==> config.mk <==
export PLATFORM = sky130hd
export DESIGN_NAME = process_slot_scheduler
export DESIGN_NICKNAME = d
export VERILOG_FILES = /design/src/psc_pkg.sv /design/src/psc_cell.sv /design/src/process_slot_scheduler.sv
export SDC_FILE = /design/constraint.sdc
export NUM_CORES = 2
export LEC_CHECK = 0
export CORE_ASPECT_RATIO = 0.9
export CORE_MARGIN = 3
export CORE_UTILIZATION = 45
export DETAILED_ROUTE_END_ITERATION = 8
export DONT_BUFFER_PORTS = 1
export PLACE_DENSITY = 0.59
export SLEW_MARGIN = 20
export SYNTH_ARGS = -nofsm -noshare
export SYNTH_HDL_FRONTEND = slang
export SYNTH_SLANG_ARGS = --single-unit
==> constraint.sdc <==
create_clock -name i_clk -period 10.2 [get_ports i_clk]
set_input_delay 0.51 -clock i_clk [delete_from_list [all_inputs] [get_ports i_clk]]
set_output_delay 0.51 -clock i_clk [all_outputs]
set_load 0.05 [all_outputs]
==> src/psc_pkg.sv <==
// ----------------------------------------------------------------------------
// psc_pkg
// Shared types and constants of the process slot scheduler.
// ----------------------------------------------------------------------------
package psc_pkg;

    localparam logic [2:0] MODE_YIELD = 3'd0;
    localparam logic [2:0] MODE_SLEEP = 3'd1;
    localparam logic [2:0] MODE_WAKE  = 3'd2;
    localparam logic [2:0] MODE_EXIT  = 3'd3;
    localparam logic [2:0] MODE_REAP  = 3'd4;
    localparam logic [2:0] MODE_SPAWN = 3'd5;

    // channel that exit wakes and a failed reap sleeps on
    localparam logic [15:0] CH_EXIT = 16'hFFFD;

    typedef struct packed {
        logic [2:0]         mode;
        logic signed [15:0] channel_value;
        logic [15:0]        target_pid;
    } t_req;

    typedef struct packed {
        logic [3:0]  running_slot;
        logic [15:0] running_pid;
        logic        switched;
        logic [15:0] new_pid;
        logic [4:0]  woken_count;
        logic        reaped;
        logic        status;
    } t_rsp;

    typedef enum logic [3:0] {
        OP_NONE,
        OP_SPAWN,
        OP_PUSH_RUN,
        OP_SLEEP_RUN,
        OP_KILL_RUN,
        OP_POP,
        OP_WAKE,
        OP_REAP_SCAN,
        OP_REAP_DEL
    } t_cell_op;

    typedef struct packed {
        t_cell_op    op;
        logic [15:0] ch;
    } t_cell_cmd;

    // flags passed from cell to cell along the row
    typedef struct packed {
        logic found;
        logic hit;
    } t_link;

endpackage

==> src/psc_cell.sv <==
// ----------------------------------------------------------------------------
// psc_cell
// One process slot: status, pid, channel and its rank in the list it is on.
// ----------------------------------------------------------------------------
module psc_cell #(
    parameter int IDX_W    = 4,
    parameter int PID_BITS = 16,
    parameter int SLOT_ID  = 1
) (
    input  logic                    i_clk,
    input  logic                    i_rst_n,
    input  psc_pkg::t_cell_cmd      i_cmd,
    input  logic [IDX_W-1:0]        i_key,
    input  logic [IDX_W-1:0]        i_tail,
    input  logic [IDX_W-1:0]        i_shift,
    input  logic [PID_BITS-1:0]     i_pid,
    input  psc_pkg::t_link          i_link,
    input  logic [IDX_W-1:0]        i_slot,
    input  logic [PID_BITS-1:0]     i_hit_pid,
    output psc_pkg::t_link          o_link,
    output logic [IDX_W-1:0]        o_slot,
    output logic [PID_BITS-1:0]     o_hit_pid
);

    typedef enum logic [2:0] {
        ST_UNUSED,
        ST_READY,
        ST_RUNNING,
        ST_SLEEP,
        ST_KILLED
    } t_slot_st;

    t_slot_st            r_st, n_st;
    logic [IDX_W-1:0]    r_rank, n_rank;
    logic [PID_BITS-1:0] r_pid, n_pid;
    logic [15:0]         r_ch, n_ch;
    logic                w_self_hit;
    logic                w_take;

    always_comb begin
        case (i_cmd.op)
            psc_pkg::OP_POP:       w_self_hit = (r_st == ST_READY) && (r_rank == '0);
            psc_pkg::OP_WAKE:      w_self_hit = (r_st == ST_SLEEP) && (r_rank == i_key)
                                                && (r_ch == i_cmd.ch);
            psc_pkg::OP_REAP_SCAN: w_self_hit = (r_st == ST_KILLED) && (r_rank == i_key)
                                                && (r_pid == i_pid);
            default:               w_self_hit = 1'b0;
        endcase
    end

    // lowest unused slot wins a spawn
    assign w_take = (i_cmd.op == psc_pkg::OP_SPAWN) && (r_st == ST_UNUSED) && !i_link.found;

    always_comb begin
        n_st   = r_st;
        n_rank = r_rank;
        n_pid  = r_pid;
        n_ch   = r_ch;
        case (i_cmd.op)
            psc_pkg::OP_SPAWN: begin
                if (w_take) begin
                    n_st   = ST_READY;
                    n_rank = i_tail;
                    n_pid  = i_pid;
                end
            end
            psc_pkg::OP_PUSH_RUN: begin
                if (r_st == ST_RUNNING) begin
                    n_st   = ST_READY;
                    n_rank = i_tail;
                end
            end
            psc_pkg::OP_SLEEP_RUN: begin
                if (r_st == ST_RUNNING) begin
                    n_st   = ST_SLEEP;
                    n_rank = i_tail;
                    n_ch   = i_cmd.ch;
                end
            end
            psc_pkg::OP_KILL_RUN: begin
                if (r_st == ST_RUNNING) begin
                    n_st   = ST_KILLED;
                    n_rank = i_tail;
                end
            end
            psc_pkg::OP_POP: begin
                if (r_st == ST_READY) begin
                    if (r_rank == '0) begin
                        n_st = ST_RUNNING;
                    end else begin
                        n_rank = r_rank - IDX_W'(1);
                    end
                end
            end
            psc_pkg::OP_WAKE: begin
                // sleepers that stay close the gaps left by those woken earlier
                if ((r_st == ST_SLEEP) && (r_rank == i_key)) begin
                    if (w_self_hit) begin
                        n_st   = ST_READY;
                        n_rank = i_tail;
                    end else begin
                        n_rank = r_rank - i_shift;
                    end
                end
            end
            psc_pkg::OP_REAP_DEL: begin
                if (r_st == ST_KILLED) begin
                    if (r_rank == i_key) begin
                        n_st  = ST_UNUSED;
                        n_pid = '0;
                        n_ch  = '0;
                    end else if (r_rank > i_key) begin
                        n_rank = r_rank - IDX_W'(1);
                    end
                end
            end
            default: begin
            end
        endcase
    end

    always_ff @(posedge i_clk) begin
        if (!i_rst_n) begin
            r_st   <= ST_UNUSED;
            r_rank <= '0;
            r_pid  <= '0;
            r_ch   <= '0;
        end else begin
            r_st   <= n_st;
            r_rank <= n_rank;
            r_pid  <= n_pid;
            r_ch   <= n_ch;
        end
    end

    assign o_link.found = i_link.found || (r_st == ST_UNUSED);
    assign o_link.hit   = i_link.hit || w_self_hit;
    assign o_slot       = i_link.hit ? i_slot : IDX_W'(SLOT_ID);
    assign o_hit_pid    = i_link.hit ? i_hit_pid : r_pid;

endmodule

==> src/process_slot_scheduler.sv <==
// ----------------------------------------------------------------------------
// process_slot_scheduler
// Round-robin task manager over a row of process slot cells.
// ----------------------------------------------------------------------------
// A command is taken at a rising edge with i_start high and o_busy low. Its
// result appears on o_rsp, marked by o_done for exactly one cycle, and cannot
// be held off. Spawn, yield and the ignored modes need no sweep; wake, exit
// and reap sweep the sleep or kill list one rank per cycle across the cell row,
// so their length grows with the number of sleepers or killed tasks.
module process_slot_scheduler #(
    parameter int SLOTS    = 16,
    parameter int PID_BITS = 16
) (
    input  logic          i_clk,
    input  logic          i_rst_n,
    input  logic          i_start,
    input  psc_pkg::t_req i_req,
    output logic          o_busy,
    output logic          o_done,
    output psc_pkg::t_rsp o_rsp
);

    localparam int IDX_W = $clog2(SLOTS);
    localparam int CNT_W = $clog2(SLOTS + 1);

    typedef enum logic [3:0] {
        S_IDLE,
        S_SPAWN,
        S_PUSH,
        S_BLOCK,
        S_KILL,
        S_WAKE,
        S_POP,
        S_SCAN,
        S_DEL,
        S_DONE
    } t_state;

    t_state              r_state;
    logic [2:0]          r_mode;
    logic [15:0]         r_ch;
    logic [15:0]         r_tpid;
    logic [CNT_W-1:0]    r_rdy, r_slp, r_kill, r_woken;
    logic [IDX_W-1:0]    r_scan;
    logic [IDX_W-1:0]    r_run;
    logic [PID_BITS-1:0] r_run_pid;
    logic [PID_BITS-1:0] r_next;
    logic [PID_BITS-1:0] r_newpid;
    logic                r_sw, r_reaped, r_status;
    logic                r_done;
    psc_pkg::t_rsp       r_rsp;

    psc_pkg::t_cell_cmd  w_cmd;
    logic [IDX_W-1:0]    w_tail, w_shift;
    logic [PID_BITS-1:0] w_pid;
    psc_pkg::t_link      lk      [SLOTS];
    logic [IDX_W-1:0]    lk_slot [SLOTS];
    logic [PID_BITS-1:0] lk_pid  [SLOTS];
    logic                w_hit, w_found;
    logic                w_wake_last, w_scan_last;

    // slot 0 is the idle task and has no cell
    assign lk[0]      = '0;
    assign lk_slot[0] = '0;
    assign lk_pid[0]  = '0;

    for (genvar g = 1; g < SLOTS; g++) begin : g_cell
        psc_cell #(
            .IDX_W    (IDX_W),
            .PID_BITS (PID_BITS),
            .SLOT_ID  (g)
        ) u_cell (
            .i_clk     (i_clk),
            .i_rst_n   (i_rst_n),
            .i_cmd     (w_cmd),
            .i_key     (r_scan),
            .i_tail    (w_tail),
            .i_shift   (w_shift),
            .i_pid     (w_pid),
            .i_link    (lk[g-1]),
            .i_slot    (lk_slot[g-1]),
            .i_hit_pid (lk_pid[g-1]),
            .o_link    (lk[g]),
            .o_slot    (lk_slot[g]),
            .o_hit_pid (lk_pid[g])
        );
    end

    assign w_hit   = lk[SLOTS-1].hit;
    assign w_found = lk[SLOTS-1].found;

    always_comb begin
        w_cmd.op = psc_pkg::OP_NONE;
        w_cmd.ch = r_ch;
        w_tail   = '0;
        w_shift  = '0;
        w_pid    = r_next;
        case (r_state)
            S_SPAWN: begin
                w_cmd.op = psc_pkg::OP_SPAWN;
                w_tail   = IDX_W'(r_rdy);
            end
            S_PUSH: begin
                w_cmd.op = psc_pkg::OP_PUSH_RUN;
                w_tail   = IDX_W'(r_rdy);
            end
            S_BLOCK: begin
                w_cmd.op = psc_pkg::OP_SLEEP_RUN;
                w_tail   = IDX_W'(r_slp);
            end
            S_KILL: begin
                w_cmd.op = psc_pkg::OP_KILL_RUN;
                w_tail   = IDX_W'(r_kill);
            end
            S_WAKE: begin
                w_cmd.op = psc_pkg::OP_WAKE;
                w_tail   = IDX_W'(r_rdy);
                w_shift  = IDX_W'(r_woken);
            end
            S_POP:  w_cmd.op = psc_pkg::OP_POP;
            S_SCAN: begin
                w_cmd.op = psc_pkg::OP_REAP_SCAN;
                w_pid    = PID_BITS'(r_tpid);
            end
            S_DEL:  w_cmd.op = psc_pkg::OP_REAP_DEL;
            default: begin
            end
        endcase
    end

    assign w_wake_last = (CNT_W'(r_scan) == (r_slp - CNT_W'(1)));
    assign w_scan_last = (CNT_W'(r_scan) == (r_kill - CNT_W'(1)));

    always_ff @(posedge i_clk) begin
        if (!i_rst_n) begin
            r_state   <= S_IDLE;
            r_rdy     <= '0;
            r_slp     <= '0;
            r_kill    <= '0;
            r_woken   <= '0;
            r_scan    <= '0;
            r_run     <= '0;
            r_run_pid <= '0;
            r_next    <= PID_BITS'(1);
            r_done    <= 1'b0;
        end else begin
            r_done <= (r_state == S_DONE);
            case (r_state)
                S_IDLE: begin
                    if (i_start) begin
                        r_mode   <= i_req.mode;
                        r_tpid   <= i_req.target_pid;
                        r_woken  <= '0;
                        r_reaped <= 1'b0;
                        r_status <= 1'b0;
                        r_newpid <= '0;
                        r_scan   <= '0;
                        case (i_req.mode)
                            psc_pkg::MODE_YIELD: begin
                                r_ch <= i_req.channel_value;
                                if (r_rdy != '0) begin
                                    r_sw    <= 1'b1;
                                    r_state <= (r_run != '0) ? S_PUSH : S_POP;
                                end else begin
                                    r_sw    <= 1'b0;
                                    r_state <= S_DONE;
                                end
                            end
                            psc_pkg::MODE_SLEEP: begin
                                r_ch    <= i_req.channel_value;
                                r_sw    <= 1'b1;
                                r_state <= (r_run != '0) ? S_BLOCK : S_POP;
                            end
                            psc_pkg::MODE_WAKE: begin
                                r_ch    <= i_req.channel_value;
                                r_sw    <= 1'b0;
                                r_state <= (r_slp != '0) ? S_WAKE : S_DONE;
                            end
                            psc_pkg::MODE_EXIT: begin
                                r_sw <= 1'b1;
                                r_ch <= psc_pkg::CH_EXIT;
                                if (r_run != '0) begin
                                    r_state <= S_KILL;
                                end else begin
                                    r_state <= (r_slp != '0) ? S_WAKE : S_POP;
                                end
                            end
                            psc_pkg::MODE_REAP: begin
                                if (r_kill != '0) begin
                                    r_ch    <= i_req.channel_value;
                                    r_sw    <= 1'b0;
                                    r_state <= S_SCAN;
                                end else begin
                                    r_sw    <= 1'b1;
                                    r_ch    <= psc_pkg::CH_EXIT;
                                    r_state <= (r_run != '0) ? S_BLOCK : S_POP;
                                end
                            end
                            psc_pkg::MODE_SPAWN: begin
                                r_ch    <= i_req.channel_value;
                                r_sw    <= 1'b0;
                                r_state <= S_SPAWN;
                            end
                            default: begin
                                r_ch    <= i_req.channel_value;
                                r_sw    <= 1'b0;
                                r_state <= S_DONE;
                            end
                        endcase
                    end
                end
                S_SPAWN: begin
                    if (w_found) begin
                        r_newpid <= r_next;
                        r_next   <= r_next + PID_BITS'(1);
                        r_rdy    <= r_rdy + CNT_W'(1);
                    end else begin
                        r_status <= 1'b1;
                    end
                    r_state <= S_DONE;
                end
                S_PUSH: begin
                    r_rdy   <= r_rdy + CNT_W'(1);
                    r_state <= S_POP;
                end
                S_BLOCK: begin
                    r_slp   <= r_slp + CNT_W'(1);
                    r_state <= S_POP;
                end
                S_KILL: begin
                    r_kill  <= r_kill + CNT_W'(1);
                    r_scan  <= '0;
                    r_state <= (r_slp != '0) ? S_WAKE : S_POP;
                end
                S_WAKE: begin
                    if (w_hit) begin
                        r_rdy   <= r_rdy + CNT_W'(1);
                        r_woken <= r_woken + CNT_W'(1);
                    end
                    if (w_wake_last) begin
                        r_slp   <= r_slp - r_woken - CNT_W'(w_hit);
                        r_state <= (r_mode == psc_pkg::MODE_EXIT) ? S_POP : S_DONE;
                    end else begin
                        r_scan <= r_scan + IDX_W'(1);
                    end
                end
                S_POP: begin
                    if (r_rdy != '0) begin
                        r_run     <= lk_slot[SLOTS-1];
                        r_run_pid <= lk_pid[SLOTS-1];
                        r_rdy     <= r_rdy - CNT_W'(1);
                    end else begin
                        r_run     <= '0;
                        r_run_pid <= '0;
                    end
                    r_state <= S_DONE;
                end
                S_SCAN: begin
                    if (w_hit) begin
                        r_state <= S_DEL;
                    end else if (w_scan_last) begin
                        // no killed task with that pid: caller waits on the exit channel
                        r_sw    <= 1'b1;
                        r_ch    <= psc_pkg::CH_EXIT;
                        r_state <= (r_run != '0) ? S_BLOCK : S_POP;
                    end else begin
                        r_scan <= r_scan + IDX_W'(1);
                    end
                end
                S_DEL: begin
                    r_kill   <= r_kill - CNT_W'(1);
                    r_reaped <= 1'b1;
                    r_state  <= S_DONE;
                end
                S_DONE: begin
                    r_rsp.running_slot <= 4'(r_run);
                    r_rsp.running_pid  <= 16'(r_run_pid);
                    r_rsp.switched     <= r_sw;
                    r_rsp.new_pid      <= 16'(r_newpid);
                    r_rsp.woken_count  <= (r_woken > CNT_W'(31)) ? 5'd31 : 5'(r_woken);
                    r_rsp.reaped       <= r_reaped;
                    r_rsp.status       <= r_status;
                    r_state            <= S_IDLE;
                end
                default: r_state <= S_IDLE;
            endcase
        end
    end

    assign o_busy = (r_state != S_IDLE);
    assign o_done = r_done;
    assign o_rsp  = r_rsp;

endmodule

==> impl_metrics.py <==
metrics = {
    "floorplanning": {
        "start_util": 0.457,
        "die_w_um": 337,
        "core_area_um2": 97000,
        "io_pins": 84,
        "rows": 108,
        "die_y_um": 304,
        "dieArea_um2": 102000,
    },
    "critical_path": {
        "critical_path.slowest_cell": "mux2i_2",
        "critical_path_class": "reg2reg",
        "critPathRequiredTime_ps": 10740,
        "path_max_fanout": 31,
        "critPathLaunchType": "flip-flop",
        "critPathBufInv": 2,
        "worstPathArrival_ps": 8180,
        "worst_setup_path_end_kind": "flip-flop",
        "slowest_delay_ps": 990,
        "crit_chain": "and4b_4 > buf_4 > mux2i_2 > buf_4 > xnor2_1 > nor3_1 > nand4_1 > nand2_1 > nor3_2 > nand3_1 > xor2_1 > ha_1 > o21bai_1 > fa_1 > nand2b_1 > a21oi_1 > xnor2_1 > o21ai_0 > nand2_1 > xor2_1 > nor2_1",
        "cpLargestDelayFamily": "simple AND/OR/NAND/NOR gates",
    },
    "grt": {
        "grt_antenna_before_repair": 7,
        "first_global_vias": 38813,
        "grt_remaining_overflow": 0,
        "track_usage": 0.394,
        "grt_max_degree": 198,
        "grt_pass1_wl_um": 293000,
    },
    "timing": {
        "period_minus_slack_ps": 7630,
        "max_freq_mhz": 131,
        "finalSetupTns_ps": 0,
        "post-route-period-util": 0.748,
        "rsz0062_at_grt": "no",
        "fin_skew_ps": 37.1,
        "slew_viol_final": 0,
        "tightest_slew_ps": 1210,
        "setup_violations": 0,
        "relSlewSlack": 0.170,
        "finalHoldViolCount": 0,
    },
    "power_and_ir_drop": {
        "ir_worst_vdd_uv": 175,
        "swShare": 0.427,
        "p_seq_frac": 0.305,
        "p_sw_uw": 5070,
        "combPwrFrac": 0.414,
        "p_per_area_nw_per_um2": 241,
        "leakagePower_uw": 0.0174,
        "p_int_uw": 6810,
        "clockPowerShare": 0.281,
    },
    "cts": {
        "cts_num_sinks": 748,
        "cts_setup_buffers": 0,
        "cts.path.max_buffers": 3,
        "cts_resized": 0,
        "clkTransAtPathRegs_ps": 70,
        "cts_tree": "done",
        "htree_levels": 3,
        "cts_hold_buf": 37,
        "root_buffer": "clkbuf_16",
        "insertion_delay_ps": 720,
        "cts_buffers": 85,
    },
    "yosys": {
        "netlist_top_cells_area": "dfxtp_1 (29%), nor2_1 (6.8%), edfxtp_1 (6.6%)",
        "synth-seq-area-share": 0.360,
        "async_reset_ff_frac": 0,
        "synth.distinct_cells": 96,
        "syn_area_um2": 44400,
        "synth_edf_count": 98,
        "synth.largest_area_cell": "dfxtp_1",
        "synth.avg_cell_area_um2": 8.43,
        "ys.flop_type": "dfxtp_1",
        "yosysWarningCount": 0,
        "synth-seq-cells": 748,
        "synth_common_cells": "nor2_1 (808), dfxtp_1 (650), clkbuf_1 (341)",
        "synth.most_common_cell": "nor2_1",
        "syn_inst": 5260,
        "yosysTopAreaCellShare": 0.293,
        "synth.net_count": 5451,
    },
    "placed_design": {
        "portBuffers": 0,
        "dpl.hpwl_um": 143000,
        "gp_congestion": 1.06,
        "dp_cells": 6256,
    },
    "drt": {
        "avgRoutedWirePerCell_um": 32.3,
        "vias": 42515,
        "route.detailed.drc": 0,
        "drt_iter0_drc": 6126,
        "via_per_inst": 6.59,
        "drtPass1Iterations": 8,
        "postRouteAntennaNets": 0,
        "wl_um": 209000,
    },
    "final_layout": {
        "fin_util": 0.508,
        "area_growth_pct": 11.0,
        "instances_no_fill": 6450,
        "nNetsFinal": 5306,
        "drive_gt1_frac": 0.0851,
        "n_antenna_cell": 0,
    },
    "min_path": {
        "hp-class": "in2reg",
    },
    "flow_run": {
        "maxCapViolations": 0,
    },
    "status": {
        "status": "finished clean",
    },
}
power by group through the flow:
stage          combinational, uW  clock [uW]  sequential, uW
2_1_floorplan               3200           0            3540
3_3_place_gp                4700           0            3670
3_5_place_dp                4720           0            3680
4_1_cts                     4760        3370            3620
5_1_grt                     5210        3490            3660
6_report                    4910        3340            3630
path summary, 6_finish.rpt:
kind / start / end / slack [ps] / cells past startpoint
setup / recovery: r_state[0] / r_slp[4] / 2570 / 21
hold / removal: i_rst_n / r_run_pid[8] / 50 / 1
setup reg to reg: r_state[0] / r_slp[4] / 2570 / 21
hold reg to reg: r_newpid[10] / o_rsp[17] / 420 / 0
flip-flops by register name (all words and copies together), names as in the netlist:
name and cells:
r_status 1, g_cell.u_cell.r_ch 240, r_reaped 1, r_slp 5
r_state 4, g_cell.u_cell.r_pid 240, r_woken 5, r_kill 5
g_cell.u_cell.r_st 45, r_run 4, r_run_pid 16, r_rdy 5
r_scan 4, r_next 16, o_rsp 44, g_cell.u_cell.r_rank 60
r_newpid 16, o_done 1, r_tpid 16, r_ch 16
r_mode 3, r_sw 1
per-layer routing:
layer	track usage	part of all wire	vias to the layer above
li1	-	-	18651
met1	0.553	0.42	20671
met2	0.547	0.40	2646
met3	0.130	0.13	535
met4	0.171	0.051	12
met5	0	0.00036	-
cells by family after synthesis:
kind of cell | Yosys count | synth area share
compound gates | 1265 | 0.197
xor+xnor | 482 | 0.0952
fa+ha+maj | 153 | 0.0460
buf+inv | 606 | 0.0542
flops | 748 | 0.360
mux | 256 | 0.0588
simple gates | 1750 | 0.189
cell type report:
type                       instances  area, um2
clock inverter                    31        558
multi-input combinational       3906      26400
tap                             1265       1580
fill                            9335      47800
timing repair buffer             201       1640
clock buffer                     126       2480
inverter                         173        659
sequential                       748      16000
through the flow:
step	total power (uW)	setup slack, ps	hold slack, ps	instance area (um2)
final	11900	2570	50.6	49300
after global routing	12400	2320	35.1	49300
after CTS	11700	2750	6.66	49200
after detailed placement	8400	2740	405	45800
after global placement	8370	2810	400	45800
after floorplan	6740	5500	400	44400
cell usage in the layout (no fill, tap or decap), types with 25 or more instances in the layout:
master,count
nand3_1,87
inv_1,170
nor4_1,67
and2_1,31
a21oi_1,248
dfxtp_1,650
buf_4,162
ha_1,136
mux2i_1,240
nor2_1,778
nand2b_1,93
dlygate4sd3_1,36
o2111ai_1,32
a211oi_1,57
xor2_1,174
o221ai_1,54
clkbuf_16,85
o21ai_0,164
nand4_1,89
edfxtp_1,98
or2_2,25
a22oi_1,320
a221oi_1,42
xnor2_1,308
o211ai_1,45
nor3_1,138
a31oi_1,26
o22ai_1,54
nand2_1,219
nor2b_1,41
Power figures use the tool's default switching activity.
